## src/rtl/core/gen_cepstrum_inverse_gain_norm_defines.svh

```systemverilog
// ----------------------------------------------------------------------------
// Assertion macros
// Shared concurrent assertion forms for the gain normalization block.
// ----------------------------------------------------------------------------
`ifndef GEN_CEPSTRUM_INVERSE_GAIN_NORM_DEFINES_SVH
`define GEN_CEPSTRUM_INVERSE_GAIN_NORM_DEFINES_SVH

// same-cycle implication
`define GCIGN_ASSERT_IMP(lbl, ante, cons, msg) \
	lbl: assert property (@(posedge clk) disable iff (!arst_n) (ante) |-> (cons)) \
		else $error(msg);

// next-cycle implication
`define GCIGN_ASSERT_NXT(lbl, ante, cons, msg) \
	lbl: assert property (@(posedge clk) disable iff (!arst_n) (ante) |=> (cons)) \
		else $error(msg);

`endif

```

## src/rtl/core/gcign_pkg.sv

```systemverilog
// ----------------------------------------------------------------------------
// gcign_pkg
// Types, constants and helpers of the cepstrum inverse gain normalization.
// ----------------------------------------------------------------------------
package gcign_pkg;

	localparam logic [31:0] LN2_Q32 = 32'd2977044472;
	localparam logic [3:0] TAYLOR_LAST = 4'd13;
	localparam logic signed [15:0] GAMMA_MAX = 16'sd16384;
	localparam logic signed [15:0] GAMMA_MIN = -16'sd16384;
	localparam logic [7:0] REG_ORDER = 8'd0;
	localparam logic [7:0] REG_GAMMA = 8'd1;
	localparam int DIV_NW = 48;
	localparam int DIV_DW = 16;

	typedef struct packed {
		logic signed [31:0] coeff;
		logic               gain;
		logic               last;
		logic               err;
	} word_t;

	typedef struct packed {
		logic              start;
		logic [DIV_NW-1:0] dividend;
		logic [DIV_DW-1:0] divisor;
	} div_req_t;

	typedef struct packed {
		logic              busy;
		logic              done;
		logic [DIV_NW-1:0] quotient;
	} div_rsp_t;

	typedef enum logic [3:0] {
		ST_IDLE, ST_NORM, ST_SQR, ST_LOGA, ST_LOGB, ST_LOGC, ST_PMUL, ST_PRED,
		ST_TMUL, ST_TDIV, ST_ZSH, ST_QSTART, ST_QDIV, ST_CRND, ST_EMIT
	} back_state_t;

	function automatic logic signed [31:0] sat32(input logic signed [63:0] x);
		if (x > 64'sd2147483647) return 32'sh7FFFFFFF;
		if (x < -64'sd2147483648) return 32'sh80000000;
		return x[31:0];
	endfunction

endpackage

```

## src/rtl/core/gcign_front.sv

```systemverilog
// ----------------------------------------------------------------------------
// gcign_front
// Accept words, track the frame position and tag gain, last and error.
// ----------------------------------------------------------------------------
module gcign_front #(
	parameter int MAX_ORDER = 255
) (
	input  logic               clk,
	input  logic               arst_n,
	input  logic               in_valid,
	output logic               in_ready,
	input  logic signed [31:0] coeff_in,
	input  logic [7:0]         order,
	input  logic               q_full,
	output logic               push,
	output gcign_pkg::word_t   wdata
);

	localparam int IW = $clog2(MAX_ORDER + 1);
	localparam int LW = (IW > 8) ? IW : 8;

	logic [IW-1:0] idx_q;
	logic          frame_error_q;
	logic [LW-1:0] len;
	logic          is_gain;
	logic          last;
	logic          err;

	assign len      = (LW'(order) > LW'(MAX_ORDER)) ? LW'(MAX_ORDER) : LW'(order);
	assign is_gain  = (idx_q == '0);
	assign last     = (LW'(idx_q) >= len);
	assign err      = is_gain ? (coeff_in <= 32'sd0) : frame_error_q;
	assign in_ready = !q_full;
	assign push     = in_valid && in_ready;

	assign wdata.coeff = coeff_in;
	assign wdata.gain  = is_gain;
	assign wdata.last  = last;
	assign wdata.err   = err;

	always_ff @(posedge clk or negedge arst_n) begin
		if (!arst_n) begin
			idx_q         <= '0;
			frame_error_q <= 1'b0;
		end else if (push) begin
			idx_q <= last ? '0 : idx_q + 1'b1;
			if (is_gain) frame_error_q <= err;
		end
	end

endmodule

```

## config.mk

```make
export PLATFORM = sky130hd
export DESIGN_NAME = gcign_front
export DESIGN_NICKNAME = d
export VERILOG_FILES = /design/src/rtl/core/gen_cepstrum_inverse_gain_norm_defines.svh /design/src/rtl/core/gcign_pkg.sv /design/src/rtl/core/gcign_front.sv
export SDC_FILE = /design/constraint.sdc
export NUM_CORES = 1
export LEC_CHECK = 0
export CORE_MARGIN = 3
export CORE_UTILIZATION = 48
export DETAILED_ROUTE_END_ITERATION = 10
export DONT_BUFFER_PORTS = 1
export GPL_TIMING_DRIVEN = 0
export PLACE_DENSITY_LB_ADDON = 0.05
export SYNTH_ARGS = -nofsm -noshare
export SYNTH_HDL_FRONTEND = slang
export SYNTH_SLANG_ARGS = --single-unit
```

## constraint.sdc

```tcl
create_clock -name clk -period 3 [get_ports clk]
set_clock_uncertainty 0.05 [all_clocks]
set_input_delay 0.45 -clock clk [delete_from_list [all_inputs] [get_ports clk]]
set_output_delay 0.45 -clock clk [all_outputs]
set_load 0.03 [all_outputs]
```

==> metrics.txt <==
max-cap violations=0; Setup Buffers After CTS=0; most frequent cells in the layout=35 x buf_4, 10 x inv_1, 10 x ha_1; drt drc=0; final slew viol count=0; Sw Ratio=43.7%; I/O Pins=81; crit-path max cell delay=0.47 ns; Hold Slack=between 0.4 and 0.5 ns; CP top delay family=simple AND/OR/NAND/NOR gates; PwrDens=545 nW/um^2; antenna violations before repair=0; Crit. End Element=output port; layout cells sized above 1=a little over a third; routed len/inst=14.8 um; clk sinks=9; final hold violations=0; arrival time at the worst endpoint=2.16 ns; syn_area_per_cell=approximately 8.5 um^2; Syn Nets=around 180; CTS Buffer Depth=2; GRT Total Usage=between 15 and 20%; CP required=2.50 ns; Synth async-reset ratio=100%; Synth Cell Area=1040 um^2; worst-margin pin slew=between 0.7 and 0.8 ns; status=complete, no violations; Area Overhead vs Synth=6.74%; Pleak=0.562 nW; Post-synth EDFFs=0; Critical-path top delay cell=or4b_4; register area share after synthesis=between 20% and 30%; largest net degree at the start of global routing=11; part of the power in the clock network=about 16%; period utilisation layout=between 80% and 90%; first-pass GRT wire length=3.50 mm; cell-internal power=~0.00034 W; I/O Buffers=0; VDD IR-drop max=353 uV; Max Clk Rate=377 MHz; CP max FO=4; Final Setup Violations=0; filler cell count=around 200; Placed Instances=150; Cells after Synth=123; Placer Congestion=0.712; primary flip-flop cell chosen by synthesis mapping=dfrtp_1; Die Ht=between 50 and 60 um; clock latency at the later pin of the worst-skew pair=roughly 0.27 ns; via/cell ratio=between 5 and 6; WP buf/inv=2; vias in the first global route=roughly 870; sequential share of power=between 30% and 40%; ANT cells=0; CP Class=reg -> out; YS warnings=0; Initial Util=between 50% and 60%; sum of negative setup slack=0 ns; crit path cell chain=inv_1 -> ha_1 -> or4b_4 -> nor4_4 -> mux2_1 -> buf_4; total CTS buffers=3; DIE AREA=roughly 2800 um^2; CTS root buffer=clkbuf_4; Worst-path clk slew=0.07 ns; combinational share of power=49.1%; total wire length=about 2.3 mm; core area=around 2000 um^2; htree depth=1; Relative slew margins=between 50% and 60%; unrepaired setup endpoints after global routing=no; number of nets in the layout=roughly 180; ANT nets after route=0; num rows=16; fin crit period=roughly 2.7 ns; DRT iter0 DRCs=4; #FFs+latches synth=9; most common cell after layout, fill and taps aside=buf_4; overall die width=~53 um; Startpoint Class=flop; GRT overflow=0; Final HPWL DP=between 1.5 and 2 mm; Synth cell types=35; drt first pass iters=3; Layout Cells excl Fill=between 150 and 200; switching power=0.000264 W; TritonCTS clock tree=built; Hold Crit Class=in -> reg; fin util=a little under three fifths; total number of vias=838
per-layer routing:
layer | global-route usage, % | share of wire (%) | routed length [um] | up-vias
li1 | - | - | - | 404
met1 | 17.1 | 35 | 807 | 381
met2 | 33.5 | 53 | 1220 | 51
met3 | 5.13 | 11 | 261 | 2
met4 | 2.55 | 0.26 | 6 | 0
met5 | 0 | 0 | 0 | -
cells in the mapped netlist (2+ instances only):
library cell   n  share of area (%)
buf_4         35                 25
ha_1          10                 12
inv_1         10                3.6
dfrtp_1        9                 22
nor4_1         8                4.8
nor2_1         6                2.2
nand2_1        4                1.4
nand4_1        4                2.4
o21ai_1        4                1.9
a21oi_1        3                1.4
a211o_1        2                1.7
nand2b_1       2                1.2
nand3_1        2               0.96
nor3_1         2               0.96
or3_1          2                1.2
power groups by stage:
stage | Clock [W] | Combinational [W] | Sequential, W
after floorplan | 0 | 0.000266 | 0.000200
after global placement | 0 | 0.000289 | 0.000213
after detailed placement | 0 | 0.000297 | 0.000215
after CTS | 0.000102 | 0.000302 | 0.000214
after global routing | 0.000109 | 0.000335 | 0.000220
final | 0.0000963 | 0.000297 | 0.000212
worst paths after layout:
check | startpoint | to | slack (ns) | depth (start not counted)
worst min-delay path | coeff_in[31] | frame_error_q$_DFFE_PN0P_ | 0.44 | 2
min in group asynchronous | arst_n | frame_error_q$_DFFE_PN0P_ | 0.50 | 1
worst max register to register | idx_q[5]$_DFFE_PN0P_ | idx_q[6]$_DFFE_PN0P_ | 0.95 | 5
worst min register to register | frame_error_q$_DFFE_PN0P_ | frame_error_q$_DFFE_PN0P_ | 0.47 | 1
max in group asynchronous | arst_n | idx_q[1]$_DFFE_PN0P_ | 2.09 | 1
worst max-delay path | idx_q[0]$_DFFE_PN0P_ | wdata[0] | 0.34 | 6
worst register-to-register path, stage by stage (launching register included):
cell     delay [ns]
dfrtp_1        0.47
ha_1           0.34
nand4_1        0.12
o31ai_2        0.61
and2_1         0.28
nor3_1         0.07
state kept, by name, indices dropped and copies added, names as in the netlist:
name / count
idx_q: 8
frame_error_q: 1
cells by family after synthesis:
group / after synthesis / synth area share [%]
flops: 9 / 21.7
xor+xnor: 2 / 1.69
mux: 2 / 2.53
simple gates: 37 / 22.0
fa+ha+maj: 10 / 12.0
buf+inv: 47 / 29.6
compound gates: 16 / 10.5
metrics by stage:
step / power, W / area [um^2] / setup WS, ns
4_1_cts: 0.000618 / 1110 / 0.310
3_3_place_gp: 0.000502 / 1070 / 0.630
2_1_floorplan: 0.000465 / 1040 / 0.735
6_report: 0.000605 / 1110 / 0.344
3_5_place_dp: 0.000513 / 1070 / 0.615
5_1_grt: 0.000664 / 1110 / 0.202
final cells by class:
type	count	area, um^2	share of cell area (%)
timing repair buffer	1	10.0	0.902
multi-input combinational	67	507	45.7
sequential	9	225	20.3
inverter	11	41.3	3.72
tap	27	33.8	3.04
clock buffer	4	26.3	2.37
buffer	36	267	24.0
repair_timing:
| action | in CTS | in global routing |
|---|---|---|
| resized for setup | 0 | 0 |
| hold endpoints to repair | 9 | 0 |
| setup endpoints to repair | 0 | 0 |
| hold buffers | 1 | 0 |
(Power assumes the default switching activity.)
