### config.mk
export PLATFORM = sky130hd
export DESIGN_NAME = gcign_fifo
export DESIGN_NICKNAME = d
export VERILOG_FILES = /design/src/rtl/core/gen_cepstrum_inverse_gain_norm_defines.svh /design/src/rtl/core/gcign_pkg.sv /design/src/rtl/core/gcign_fifo.sv
export SDC_FILE = /design/constraint.sdc
export NUM_CORES = 1
export LEC_CHECK = 0
export BUFFER_PORTS_ARGS = -buffer_cell sky130_fd_sc_hd__buf_2
export CAP_MARGIN = 5
export CORE_AREA = 4 4 96 98
export DETAILED_ROUTE_END_ITERATION = 10
export DIE_AREA = 0 0 100 102
export PLACE_DENSITY = 0.61
export SYNTH_ARGS = -nofsm -noshare
export SYNTH_HDL_FRONTEND = slang
export SYNTH_SLANG_ARGS = --single-unit
### constraint.sdc
create_clock -name clk -period 6 [get_ports clk]
set_clock_uncertainty 0.1 [all_clocks]
set_input_delay 0.3 -clock clk [delete_from_list [all_inputs] [get_ports clk]]
set_output_delay 0.3 -clock clk [all_outputs]
set_load 0.01 [all_outputs]
### src/rtl/core/gen_cepstrum_inverse_gain_norm_defines.svh
// ----------------------------------------------------------------------------
// Assertion macros
// Shared concurrent assertion forms for the gain normalization block.
// ----------------------------------------------------------------------------
`ifndef GEN_CEPSTRUM_INVERSE_GAIN_NORM_DEFINES_SVH
`define GEN_CEPSTRUM_INVERSE_GAIN_NORM_DEFINES_SVH

// same-cycle implication
`define GCIGN_ASSERT_IMP(lbl, ante, cons, msg) \
	lbl: assert property (@(posedge clk) disable iff (!arst_n) (ante) |-> (cons)) \
		else $error(msg);

// next-cycle implication
`define GCIGN_ASSERT_NXT(lbl, ante, cons, msg) \
	lbl: assert property (@(posedge clk) disable iff (!arst_n) (ante) |=> (cons)) \
		else $error(msg);

`endif

### src/rtl/core/gcign_pkg.sv
// ----------------------------------------------------------------------------
// gcign_pkg
// Types, constants and helpers of the cepstrum inverse gain normalization.
// ----------------------------------------------------------------------------
package gcign_pkg;

	localparam logic [31:0] LN2_Q32 = 32'd2977044472;
	localparam logic [3:0] TAYLOR_LAST = 4'd13;
	localparam logic signed [15:0] GAMMA_MAX = 16'sd16384;
	localparam logic signed [15:0] GAMMA_MIN = -16'sd16384;
	localparam logic [7:0] REG_ORDER = 8'd0;
	localparam logic [7:0] REG_GAMMA = 8'd1;
	localparam int DIV_NW = 48;
	localparam int DIV_DW = 16;

	typedef struct packed {
		logic signed [31:0] coeff;
		logic               gain;
		logic               last;
		logic               err;
	} word_t;

	typedef struct packed {
		logic              start;
		logic [DIV_NW-1:0] dividend;
		logic [DIV_DW-1:0] divisor;
	} div_req_t;

	typedef struct packed {
		logic              busy;
		logic              done;
		logic [DIV_NW-1:0] quotient;
	} div_rsp_t;

	typedef enum logic [3:0] {
		ST_IDLE, ST_NORM, ST_SQR, ST_LOGA, ST_LOGB, ST_LOGC, ST_PMUL, ST_PRED,
		ST_TMUL, ST_TDIV, ST_ZSH, ST_QSTART, ST_QDIV, ST_CRND, ST_EMIT
	} back_state_t;

	function automatic logic signed [31:0] sat32(input logic signed [63:0] x);
		if (x > 64'sd2147483647) return 32'sh7FFFFFFF;
		if (x < -64'sd2147483648) return 32'sh80000000;
		return x[31:0];
	endfunction

endpackage

### src/rtl/core/gcign_fifo.sv
// ----------------------------------------------------------------------------
// gcign_fifo
// Two-entry queue between the classifying front and the executing back.
// ----------------------------------------------------------------------------
module gcign_fifo (
	input  logic             clk,
	input  logic             arst_n,
	input  logic             push,
	input  gcign_pkg::word_t wdata,
	output logic             full,
	input  logic             pop,
	output logic             head_valid,
	output gcign_pkg::word_t head
);

	gcign_pkg::word_t mem_q [2];
	logic             wr_ptr_q;
	logic             rd_ptr_q;
	logic [1:0]       count_q;

	assign full       = (count_q == 2'd2);
	assign head_valid = (count_q != 2'd0);
	assign head       = mem_q[rd_ptr_q];

	always_ff @(posedge clk) begin
		if (push) begin
			mem_q[wr_ptr_q] <= wdata;
		end
	end

	always_ff @(posedge clk or negedge arst_n) begin
		if (!arst_n) begin
			wr_ptr_q <= 1'b0;
			rd_ptr_q <= 1'b0;
			count_q  <= 2'd0;
		end else begin
			if (push) wr_ptr_q <= ~wr_ptr_q;
			if (pop) rd_ptr_q <= ~rd_ptr_q;
			count_q <= count_q + {1'b0, push} - {1'b0, pop};
		end
	end

endmodule

==> metrics.md <==
| Metric | Value |
|---|---|
| I/O Buffers | between 70 and 80 |
| Setup violators final | 0 |
| Fin cells | about 320 |
| Slew Limit Fails | 0 |
| DR WL/cell | between 10 and 15 um |
| Placed wire-length estimate | ~3.1 mm |
| DR pass1 iterations | 3 |
| Outcome | finished clean |
| R2R Path Start | wr_ptr_q |
| Core Box Area | between 0.008 and 0.009 mm2 |
| CP startpoint kind | flip-flop |
| Worst-case hold path end point | mem_q[0][21] |
| Switching Fraction | 28.1% |
| Post-place setup slack | approximately 4 ns |
| Leak Pwr | roughly 1.4 nW |
| Worst Tran Pin Value | 1.09 ns |
| Die width | 100 um |
| Cells after Synth | about 120 |
| Count of state elements after synthesis | 74 |
| Share of cells above drive strength 1 | 60.7% |
| Crit path kind | flip-flop to primary output |
| Vias per cell | ~4.3 |
| Largest net degree at the start of global routing | 37 |
| Max cap viols | 0 |
| Die H | just over 100 um |
| Max IR drop VDD | 223 uV |
| Clk root buf | clkbuf_8 |
| Hold Vio Cnt, Final | 0 |
| Starting density of the core | 34.0% |
| Worst-path clk slew | 0.07 ns |
| Avg Synthesized Cell Area | 23.2 um2 |
| Cell Rows | 34 |
| Synth Cell Area | ~0.0029 mm2 |
| Flop pwr share | approximately 50% |
| Area share of the largest cell type after synthesis | roughly three quarters |
| CP required | between 5 and 6 ns |
| Yosys cell types | 13 |
| Synth top cells by count | edfxtp_1, mux2_4, mux2_2, dfrtp_1, buf_12 |
| Die footprint | slightly above 0.01 mm2 |
| Placed cells | around 300 |
| TritonCTS clock tree | done |
| Post-Syn Nets | approximately 170 |
| GRT Residual Overflow | 0 |
| Main synth FF type | edfxtp_1 |
| Hold depth | 1 |
| Seq/Total Area, Yosys | about three quarters |
| Tmin final | between 2 and 2.5 ns |
| Clock sinks | 74 |
| Synth warn | 0 |
| F_max | ~420 MHz |
| Synth top area cells | edfxtp_1, mux2_4, dfrtp_1, mux2_2, buf_12 |
| ANT cells | 0 |
| Num ports | 76 |
| Detailed Route WL | about 4.6 mm |
| Worst rel slew slack | between 20% and 30% |
| Post-CTS Repair Setup Buffers | 0 |
| Min-delay src | wdata[21] |
| First-pass GRT wire length | around 7.2 mm |
| Asr flop ratio synth | roughly 5.4% |
| Routed Antenna Nets | 0 |
| Internal power | 1.15 mW |
| Worst r2r path cells | 1 |
| Starting DRT DRC Count | 63 |
| Endpoint type of the worst setup path | primary output |
| Total CTS buffers | 9 |
| Logic pwr share | 28.4% |
| WP data arrival | ~2 ns |
| Tot GR Track Use | 9.65% |
| Yosys top cell by area | edfxtp_1 |
| Area grow syn2layout | 22.4% |
| DRC Markers | 0 |
| HP Class | input port to flip-flop |
| Power density cells | about 450 mW/mm2 |
| Final worst setup slack | 3.62 ns |
| Vias | 1,365 |
| Setup TNS | 0 ns |
| Period utilization | 39.6% |
| Filler cells | between 700 and 800 |
| Worst R2R End | mem_q[0][22] |
| Gp weighted congestion | 0.644 |
| Most common cell in the netlist | edfxtp_1 |
| R2r setup slk | 4.27 ns |
| Initial antenna violation count | 1 |
| Unrepaired setup endpoints after global routing | no |
| Vias in the first global route | roughly 1,500 |
| Clock latency on the worst-skew pair | about 0.32 ns |
| Switch Pwr | 0.449 mW |
| CP Max Fanout | 36 |
| Layout net count | roughly 250 |
| Clock group share of total power | between 20% and 30% |
| EDFF count, synth | 70 |
| Clock Tree Buf Depth | 2 |
| H-tree depth reported by CTS | 3 |
sequential cells by signal, summed over array words and instances, names as in the netlist:
name,flops
count_q,2
mem_q,70
rd_ptr_q,1
wr_ptr_q,1
area by class of cell:
| cell class | instances | area (um2) | area share (%) |
|---|---|---|---|
| flip-flops and latches | 74 | 2200 | 62.6 |
| multi-input cells | 44 | 603 | 17.1 |
| repair buffers | 76 | 385 | 11.0 |
| well taps | 108 | 135 | 3.84 |
| clock buffers | 10 | 128 | 3.63 |
| clock inverters | 5 | 56.3 | 1.60 |
| inverters | 2 | 7.51 | 0.213 |
through the flow:
| step | hold WS, ns | power, mW | instance area [um2] | utilization [%] |
|---|---|---|---|---|
| 6_report | 0.0556 | 1.59 | 3520 | 41.6 |
| 5_1_grt | 0.0374 | 1.68 | 3520 | 41.6 |
| 4_1_cts | 0.0376 | 1.63 | 3520 | 41.6 |
| 3_5_place_dp | 0.0142 | 1.26 | 3320 | 39.3 |
| 3_3_place_gp | 0.0104 | 1.25 | 3320 | 39.3 |
| 2_1_floorplan | -0.0956 | 1.13 | 2880 | - |
kinds of logic after synthesis:
kind of cell	after synthesis	share of synthesized area, %
buffers and inverters	6	2.74
adders and majority gates	2	0.870
DFF	74	76.6
xor gates and xnor gates	3	1.44
and+or+nand+nor	4	0.871
muxes	35	17.5
worst max-delay path by stage:
stage          cells after the start     start     endpoint
6_report                           2  rd_ptr_q      head[2]
5_1_grt                            2  rd_ptr_q     head[34]
4_1_cts                            2  rd_ptr_q      head[2]
3_5_place_dp                       2  rd_ptr_q      head[2]
3_3_place_gp                       2  rd_ptr_q      head[0]
2_1_floorplan                      1  wr_ptr_q  mem_q[0][0]
layout by cell type, fill, tap and decap left out, types with 2 or more instances in the layout:
cell type,instances
clkinv_2,2
edfxtp_1,70
ha_1,2
inv_1,2
mux2_2,6
dfrtp_1,3
clkbuf_8,9
buf_2,75
xor2_1,2
mux2_4,29
power by group through the flow:
stage	Sequential, mW	Combinational (mW)	Clock [mW]
6_report	0.782	0.453	0.360
5_1_grt	0.800	0.490	0.393
4_1_cts	0.787	0.467	0.372
3_5_place_dp	0.798	0.465	0
3_3_place_gp	0.793	0.460	0
2_1_floorplan	0.724	0.407	0
layer usage:
metal	part of all wire (%)	up-vias	GRT usage [%]
met1	42	663	11.4
met2	48	46	15.5
li1	-	643	-
met5	0.43	-	0
met3	7.5	11	3.75
met4	1.7	2	4.66
worst max-delay path, cell delays in order (launching register included):
cell and delay [ns]:
dfrtp_2 1.09, mux2_2 0.42, buf_2 0.14
what timing repair did:
action                                 in CTS  in global routing
endpoints found under the hold margin       4                  0
resized for setup                           0                  0
hold buffers                                1                  0
Note: power is estimated with default switching activity, not from simulation.
