==> src/rtl/core/gen_cepstrum_inverse_gain_norm_defines.svh <==
// ----------------------------------------------------------------------------
// Assertion macros
// Shared concurrent assertion forms for the gain normalization block.
// ----------------------------------------------------------------------------
`ifndef GEN_CEPSTRUM_INVERSE_GAIN_NORM_DEFINES_SVH
`define GEN_CEPSTRUM_INVERSE_GAIN_NORM_DEFINES_SVH

// same-cycle implication
`define GCIGN_ASSERT_IMP(lbl, ante, cons, msg) \
	lbl: assert property (@(posedge clk) disable iff (!arst_n) (ante) |-> (cons)) \
		else $error(msg);

// next-cycle implication
`define GCIGN_ASSERT_NXT(lbl, ante, cons, msg) \
	lbl: assert property (@(posedge clk) disable iff (!arst_n) (ante) |=> (cons)) \
		else $error(msg);

`endif

==> src/rtl/core/gcign_pkg.sv <==
// ----------------------------------------------------------------------------
// gcign_pkg
// Types, constants and helpers of the cepstrum inverse gain normalization.
// ----------------------------------------------------------------------------
package gcign_pkg;

	localparam logic [31:0] LN2_Q32 = 32'd2977044472;
	localparam logic [3:0] TAYLOR_LAST = 4'd13;
	localparam logic signed [15:0] GAMMA_MAX = 16'sd16384;
	localparam logic signed [15:0] GAMMA_MIN = -16'sd16384;
	localparam logic [7:0] REG_ORDER = 8'd0;
	localparam logic [7:0] REG_GAMMA = 8'd1;
	localparam int DIV_NW = 48;
	localparam int DIV_DW = 16;

	typedef struct packed {
		logic signed [31:0] coeff;
		logic               gain;
		logic               last;
		logic               err;
	} word_t;

	typedef struct packed {
		logic              start;
		logic [DIV_NW-1:0] dividend;
		logic [DIV_DW-1:0] divisor;
	} div_req_t;

	typedef struct packed {
		logic              busy;
		logic              done;
		logic [DIV_NW-1:0] quotient;
	} div_rsp_t;

	typedef enum logic [3:0] {
		ST_IDLE, ST_NORM, ST_SQR, ST_LOGA, ST_LOGB, ST_LOGC, ST_PMUL, ST_PRED,
		ST_TMUL, ST_TDIV, ST_ZSH, ST_QSTART, ST_QDIV, ST_CRND, ST_EMIT
	} back_state_t;

	function automatic logic signed [31:0] sat32(input logic signed [63:0] x);
		if (x > 64'sd2147483647) return 32'sh7FFFFFFF;
		if (x < -64'sd2147483648) return 32'sh80000000;
		return x[31:0];
	endfunction

endpackage

==> src/rtl/core/gcign_div.sv <==
// ----------------------------------------------------------------------------
// gcign_div
// Shared restoring divider, one quotient bit per cycle.
// ----------------------------------------------------------------------------
module gcign_div (
	input  logic                clk,
	input  logic                arst_n,
	input  gcign_pkg::div_req_t req,
	output gcign_pkg::div_rsp_t rsp
);

	localparam int NW = gcign_pkg::DIV_NW;
	localparam int DW = gcign_pkg::DIV_DW;
	localparam int CW = $clog2(NW + 1);

	logic [DW-1:0] rem_q;
	logic [NW-1:0] quo_q;
	logic [DW-1:0] den_q;
	logic [CW-1:0] cnt_q;
	logic          busy_q;
	logic          done_q;
	logic [DW:0]   shifted;
	logic          fits;

	assign shifted = {rem_q, quo_q[NW-1]};
	assign fits    = (shifted >= {1'b0, den_q});

	assign rsp.busy     = busy_q;
	assign rsp.done     = done_q;
	assign rsp.quotient = quo_q;

	always_ff @(posedge clk) begin
		if (req.start) begin
			quo_q <= req.dividend;
			rem_q <= '0;
			den_q <= req.divisor;
		end else if (busy_q) begin
			rem_q <= fits ? DW'(shifted - {1'b0, den_q}) : shifted[DW-1:0];
			quo_q <= {quo_q[NW-2:0], fits};
		end
	end

	always_ff @(posedge clk or negedge arst_n) begin
		if (!arst_n) begin
			busy_q <= 1'b0;
			done_q <= 1'b0;
			cnt_q  <= '0;
		end else begin
			done_q <= 1'b0;
			if (req.start) begin
				busy_q <= 1'b1;
				cnt_q  <= CW'(NW);
			end else if (busy_q) begin
				cnt_q <= cnt_q - 1'b1;
				if (cnt_q == CW'(1)) begin
					busy_q <= 1'b0;
					done_q <= 1'b1;
				end
			end
		end
	end

endmodule

==> config.mk <==
export PLATFORM = sky130hd
export DESIGN_NAME = gcign_div
export DESIGN_NICKNAME = d
export VERILOG_FILES = /design/src/rtl/core/gen_cepstrum_inverse_gain_norm_defines.svh /design/src/rtl/core/gcign_pkg.sv /design/src/rtl/core/gcign_div.sv
export SDC_FILE = /design/constraint.sdc
export NUM_CORES = 1
export LEC_CHECK = 0
export ABC_AREA = 1
export BUFFER_PORTS_ARGS = -buffer_cell sky130_fd_sc_hd__clkbuf_2
export CAP_MARGIN = 40
export CORE_UTILIZATION = 58
export CTS_CLUSTER_DIAMETER = 40
export DETAILED_ROUTE_END_ITERATION = 8
export PLACE_DENSITY_LB_ADDON = 0.15
export RECOVER_POWER = 100
export SYNTH_ARGS = -nofsm -noshare
export SYNTH_HDL_FRONTEND = slang
export SYNTH_SLANG_ARGS = --single-unit
==> constraint.sdc <==
create_clock -name clk -period 4.95 [get_ports clk]
set_clock_uncertainty 0.15 [all_clocks]
set_input_delay 0.7425 -clock clk [delete_from_list [all_inputs] [get_ports clk]]
set_output_delay 0.7425 -clock clk [all_outputs]
set_load 0.03 [all_outputs]
==> results.cfg, run 1 <==
[layout]
n_fill_cell = 692
postLayoutCellArea_sq_um = 5550
final_cell_mix = 263 x nand2_1, 72 x inv_1, 64 x edfxtp_1, 64 x clkbuf_2, 55 x clkbuf_1
final_common_cell = nand2_1
layout.nets = 784
multi_input_area_sq_um = 1940
diodes = 0
seqCellArea_sq_um = 2440
layout-drive-gt1-share_pct = 13.9
syn2layout_area_growth_pct = 15.7

[route]
via_per_inst = 5.05
ant_nets = 0
drc = 0
vias = 4067
wl_per_cell_microns = 12.9
first_pass_iters = 4
drtIter0Drc = 222
wl_mm = 10.4

[sta]
slew_headroom_pct = -34.9
maxSlewViolCount = 53
post-route-min-period_ps = 3150
setup_viol = 0
whs_ps = 152
period_share_pct = 63.6
rsz0062_at_grt = false
final.setup.tns_ps = 0
worstMarginPinSlew_ps = 2020
final-hold-violation-count = 0
max_freq_mhz = 318

[setup_path]
path_delay_family = buffers and inverters
crit_fanout = 68
path_class = input pin to flip-flop
crit_slowest_cell = clkbuf_1
crit_top_cell = clkbuf_1
worstPathBufferInverterCount = 4
cp-start-kind = input pin
worstPathArrival_ps = 3270
critPathCaptureType = flip-flop
cp.required_ps = 5070
rr_worst_depth = 13
max_stage_delay_ps = 1450
r2r_setup_slack_ps = 2060
cp_cell_sequence = clkbuf_1 -> buf_4 -> clkinv_1 -> clkbuf_1 -> o21ai_0 -> a21oi_1
timing.rr.end = rem_q[10]$_SDFFE_PP0P_
worst_r2r_startpoint = den_q[4]$_DFFE_PP_

[outcome]
violations = max-capacitance violations, max-slew violations
outcome = finished with violations

[grt]
grt-ovfl-total = 0
busiest_layer = met2
grt_usage_pct = 26.1
gr-usage-met1_pct = 33.2
grt_use_met3_pct = 7.22
grtUsageMet2_pct = 43.5
grt_max_degree = 69
grt_pass1_wl_mm = 17.7
grt_antenna_before_repair = 0
grt_pass1_vias = 3920

[placement]
place_congestion = 0.920
placed_area_sq_um = 5440
io_buffers = 116
dpl.hpwl_mm = 7.72

[floorplan]
die-area_sq_um = 8640
io_pins = 117
core_area_sq_um = 7850
initial_utilization_pct = 61.1
die_w_microns = 93.0
fp-row-count = 32
die_h_microns = 93.0

[hold_path]
hp-class = input pin to asynchronous set/reset pin

[synth]
ys_types = 38
synth_warnings = 0
synth_cells = 585
seq_area_frac_synth_pct = 50.9
synthArstFlopShare_pct = 9.09
synthFlopType = edfxtp_1
synth-edff-count = 64
syn_area_sq_um = 4800
synth_nets = 671
avgSynthCellArea_sq_um = 8.20
ys_ff_latch = 88

[clock_tree]
htree_levels = 3
cts_root_buf = clkbuf_8
postCtsSetupRepairBufs = 0
cts_resized = 0
clk_path_buf_depth = 2
cts_tree = yes
cts.clk_slew.worst_paths_ps = 90
clk_latency_ps = 350
cts.sinks = 88
postCtsHoldBufs = 0
cts_inserted_buffers = 9

[run]
drv_cap = 1

[power_and_ir_drop]
p_leak_nw = 2.85
p_per_area_nw_per_um2 = 475
ir_drop_mv = 0.199
-- synth_stat cells (3+ instances only) --
cell type	instances	share of area, %
ha_1	18	4.7
nor3_1	5	0.52
nor2_2	6	0.78
nand2_2	4	0.52
nand3_2	5	1.0
nand4_1	4	0.52
nand3_1	35	3.7
nand3b_1	8	1.3
xnor2_1	4	0.73
dfrtp_1	8	4.2
inv_1	71	5.6
clkbuf_1	9	0.70
nand2_1	261	20
dfxtp_1	16	6.7
nor2_1	16	1.3
a21oi_1	12	1.3
edfxtp_1	64	40
inv_2	3	0.23
o21ai_0	12	1.3
-- state kept, by name, indices dropped and copies added, names as in the netlist --
| signal | flops |
|---|---|
| quo_q | 48 |
| den_q | 16 |
| rem_q | 16 |
| cnt_q | 6 |
| busy_q | 1 |
| done_q | 1 |
-- worst reg2reg max path, stage by stage, from the launching register on --
cell	delay (ps)
edfxtp_1	370
inv_1	80
ha_1	270
nand2_1	140
inv_1	50
nand2_1	80
nand2_1	50
nand2_1	70
nand3_1	90
nand2_1	530
nand2_1	550
nand2_1	220
nand3_2	70
o21ai_0	100
-- layer usage --
layer	share of wire (%)	routed length, microns	up-vias
met4	1.8	184	0
li1	-	-	2082
met1	42	4410	1840
met3	7.3	757	16
met2	48	5030	129
met5	0	0	-
-- how the worst max path moves through the flow --
stage,slack [ps],cells past startpoint,from,end
floorplan,1920,3,req[64],quo_q[0]$_DFFE_PP_
global placement,2410,6,req[64],quo_q[0]$_DFFE_PP_
detailed placement,2410,6,req[64],quo_q[0]$_DFFE_PP_
CTS,2730,11,quo_q[47]$_DFFE_PP_,rem_q[14]$_SDFFE_PP0P_
global route,1430,6,req[64],cnt_q[2]$_DFFE_PN0P_
finish,1800,6,req[64],cnt_q[2]$_DFFE_PN0P_
-- final cells by class --
cell class                 instances  area share (%)
sequential                        88            44.0
clock buffer                      11            2.37
tap                              102            2.30
multi-input combinational        404            34.9
timing repair buffer             119            9.85
clock inverter                     5            1.47
inverter                          76            5.14
-- through the flow --
stage | utilization (%) | setup WS, ps | cells | total power, mW
floorplan | - | 1920 | 585 | 1.91
global placement | 69.1 | 2410 | 788 | 2.11
detailed placement | 69.3 | 2410 | 789 | 2.13
CTS | 72.1 | 2730 | 805 | 2.68
global route | 70.7 | 1430 | 805 | 2.84
finish | 70.7 | 1800 | 805 | 2.64
-- cell families (layout without fill, tap and decap cells) --
kind of cell	count (synthesis)	count (layout)	share of synthesized area (%)
and+or+nand+nor	348	348	31.2
buffers and inverters	93	211	8.03
adders and majority gates	19	19	5.11
AOI/OAI and AO/OA	31	31	3.70
DFF	88	88	50.9
xor gates and xnor gates	6	6	1.10
-- where the power goes --
part,internal [mW],leakage [nW],switching (mW)
registers,0.917,0.910,0.0739
logic,0.382,1.83,0.726
clock network,0.286,0.104,0.250
No activity file was read; power rests on OpenSTA's default activity.
==> inputs of run 2 (changes only) <==
CORE_UTILIZATION = 54   (was 58)
clock period = 3.1 ns   (was 4.95 ns; I/O delays follow)
==> results.cfg, run 2 (synthesis gave the netlist of run 1 again) <==
[route]
drtIter0Drc = 137
vias = 4103
wl_mm = 10.7
via_per_inst = 5.04
drc = 0
wl_per_cell_microns = 13.1
ant_nets = 0
first_pass_iters = 4

[placement]
place_ws_ps = 866
dpl.hpwl_mm = 8.00
place_congestion = 0.917
placed_area_sq_um = 5460
io_buffers = 116

[setup_path]
r2r_setup_slack_ps = 600
path_delay_family = simple AND/OR/NAND/NOR gates
crit_top_cell = nand2_1
cp_cell_sequence = inv_1 -> ha_1 -> nand2_1 -> nor2_1 -> nand3_2 -> nand3_2 -> nand2_4 -> nand2_1 -> nand2_1 -> nand3_1 -> o21ai_0
worst_r2r_startpoint = den_q[5]$_DFFE_PP_
crit_slowest_cell = nand2_1
worstPathArrival_ps = 2570
cp-start-kind = flip-flop
critPathCaptureType = flip-flop
crit_fanout = 18
path_class = flip-flop to flip-flop
max_stage_delay_ps = 480
cp_num_cells = 11
worstPathBufferInverterCount = 1
timing.rr.end = rem_q[1]$_SDFFE_PP0P_
cp.required_ps = 3170
rr_worst_depth = 11

[power_and_ir_drop]
p_leak_nw = 2.86
p_per_area_nw_per_um2 = 737
ir_drop_mv = 0.292

[sta]
max_freq_mhz = 399
period_share_pct = 80.7
setup_viol = 0
final-hold-violation-count = 0
rsz0062_at_grt = false
whs_ps = 129
post-route-min-period_ps = 2500
final.setup.tns_ps = 0
maxSlewViolCount = 0
worstMarginPinSlew_ps = 1120
slew_headroom_pct = 25.4
layout_setup_ws_ps = 597

[floorplan]
io_pins = 117
core_area_sq_um = 8680
die_w_microns = 96.3
die-area_sq_um = 9270
fp-row-count = 34
die_h_microns = 96.3
initial_utilization_pct = 55.3

[hold_path]
hold_depth = 1
hp-class = input pin to flip-flop
min_from = req[5]
hold_end = den_q[5]$_DFFE_PP_

[grt]
grt_max_degree = 53
grt_antenna_before_repair = 0
grt_pass1_vias = 3703
grt_pass1_wl_mm = 17.1
grt_usage_pct = 24.3
grt-ovfl-total = 0

[layout]
regMostFlops = quo_q
largest_reg_flops = 48
top_regs = quo_q x48, den_q x16, rem_q x16
layout-drive-gt1-share_pct = 14.3
postLayoutCellArea_sq_um = 5550
diodes = 0
n_fill_cell = 812
syn2layout_area_growth_pct = 15.6
final_common_cell = nand2_1
layout.nets = 787
final_cell_mix = 262 x nand2_1, 72 x inv_1, 64 x edfxtp_1

[clock_tree]
htree_levels = 3
cts_tree = yes
cts.clk_slew.worst_paths_ps = 90
cts.sinks = 88
cts_inserted_buffers = 9
clk_latency_ps = 350
cts_resized = 0
cts_root_buf = clkbuf_8
clk_path_buf_depth = 2

[run]
drv_cap = 0

[outcome]
outcome = finished, final reports clean
[run 2: cell count changes in the layout (fill, tap and decap cells not counted)]
cell           before  now
clkinv_2            1    2
inv_6               1    2
nor2_1             17   18
clkbuf_2           64   63
clkinv_4            0    1
dlygate4sd3_1       0    1
o21ai_0            13   12
o21ai_2             0    1
nand2_1           263  262
nand2_4             0    1
bufinv_16           2    0
nor2_2              5    4
buf_4               1    3
[run 2: worst register-to-register path: cells and delay by family (launching register included)]
kind,cells,cell delay (ps)
buf+inv,1,50
flops,1,340
fa+ha+maj,1,360
simple gates,8,1370
compound gates,1,90
[run 2: power by group]
part           total (mW)  internal (mW)  switching [mW]
combinational        1.79          0.614            1.17
clock               0.718          0.296           0.422
sequential           1.59           1.46           0.120
[run 2: how the worst max path moves through the flow]
stage | slack (ps) | start | to
after CTS | 860 | quo_q[47]$_DFFE_PP_ | rem_q[14]$_SDFFE_PP0P_
final | 600 | den_q[5]$_DFFE_PP_ | rem_q[1]$_SDFFE_PP0P_
after global routing | 340 | den_q[5]$_DFFE_PP_ | rem_q[4]$_SDFFE_PP0P_
after floorplan | 350 | req[64] | quo_q[0]$_DFFE_PP_
after global placement | 880 | quo_q[47]$_DFFE_PP_ | rem_q[14]$_SDFFE_PP0P_
after detailed placement | 870 | quo_q[47]$_DFFE_PP_ | rem_q[14]$_SDFFE_PP0P_
[run 2: final cells by class]
cell class | instances | area, sq um | share of cell area, %
clock inverter | 6 | 43.8 | 0.789
inverter | 76 | 285 | 5.14
clock buffer | 10 | 128 | 2.30
multi-input combinational | 404 | 1940 | 35.0
tap | 108 | 135 | 2.44
timing repair buffer | 122 | 571 | 10.3
sequential | 88 | 2440 | 44.0
[run 2: routing by layer]
layer,up-vias,wire [microns],track usage [%]
li1,2090,-,-
met1,1873,4730,31.4
met2,114,5040,38.7
met3,26,637,6.48
met4,0,259,10.1
met5,-,0,0
[run 2: through the flow]
stage               total power, mW  utilization [%]  std cells
CTS                            4.15             65.1        814
detailed placement             3.42             63.0        797
global placement               3.39             62.7        796
finish                         4.09             63.9        814
global route                   4.39             63.9        814
floorplan                      3.04                -        585
[run 2: timing repair]
action | in CTS | in global routing
hold buffers | 1 | 0
endpoints found under the hold margin | 8 | 0
buffers inserted | 0 | 0
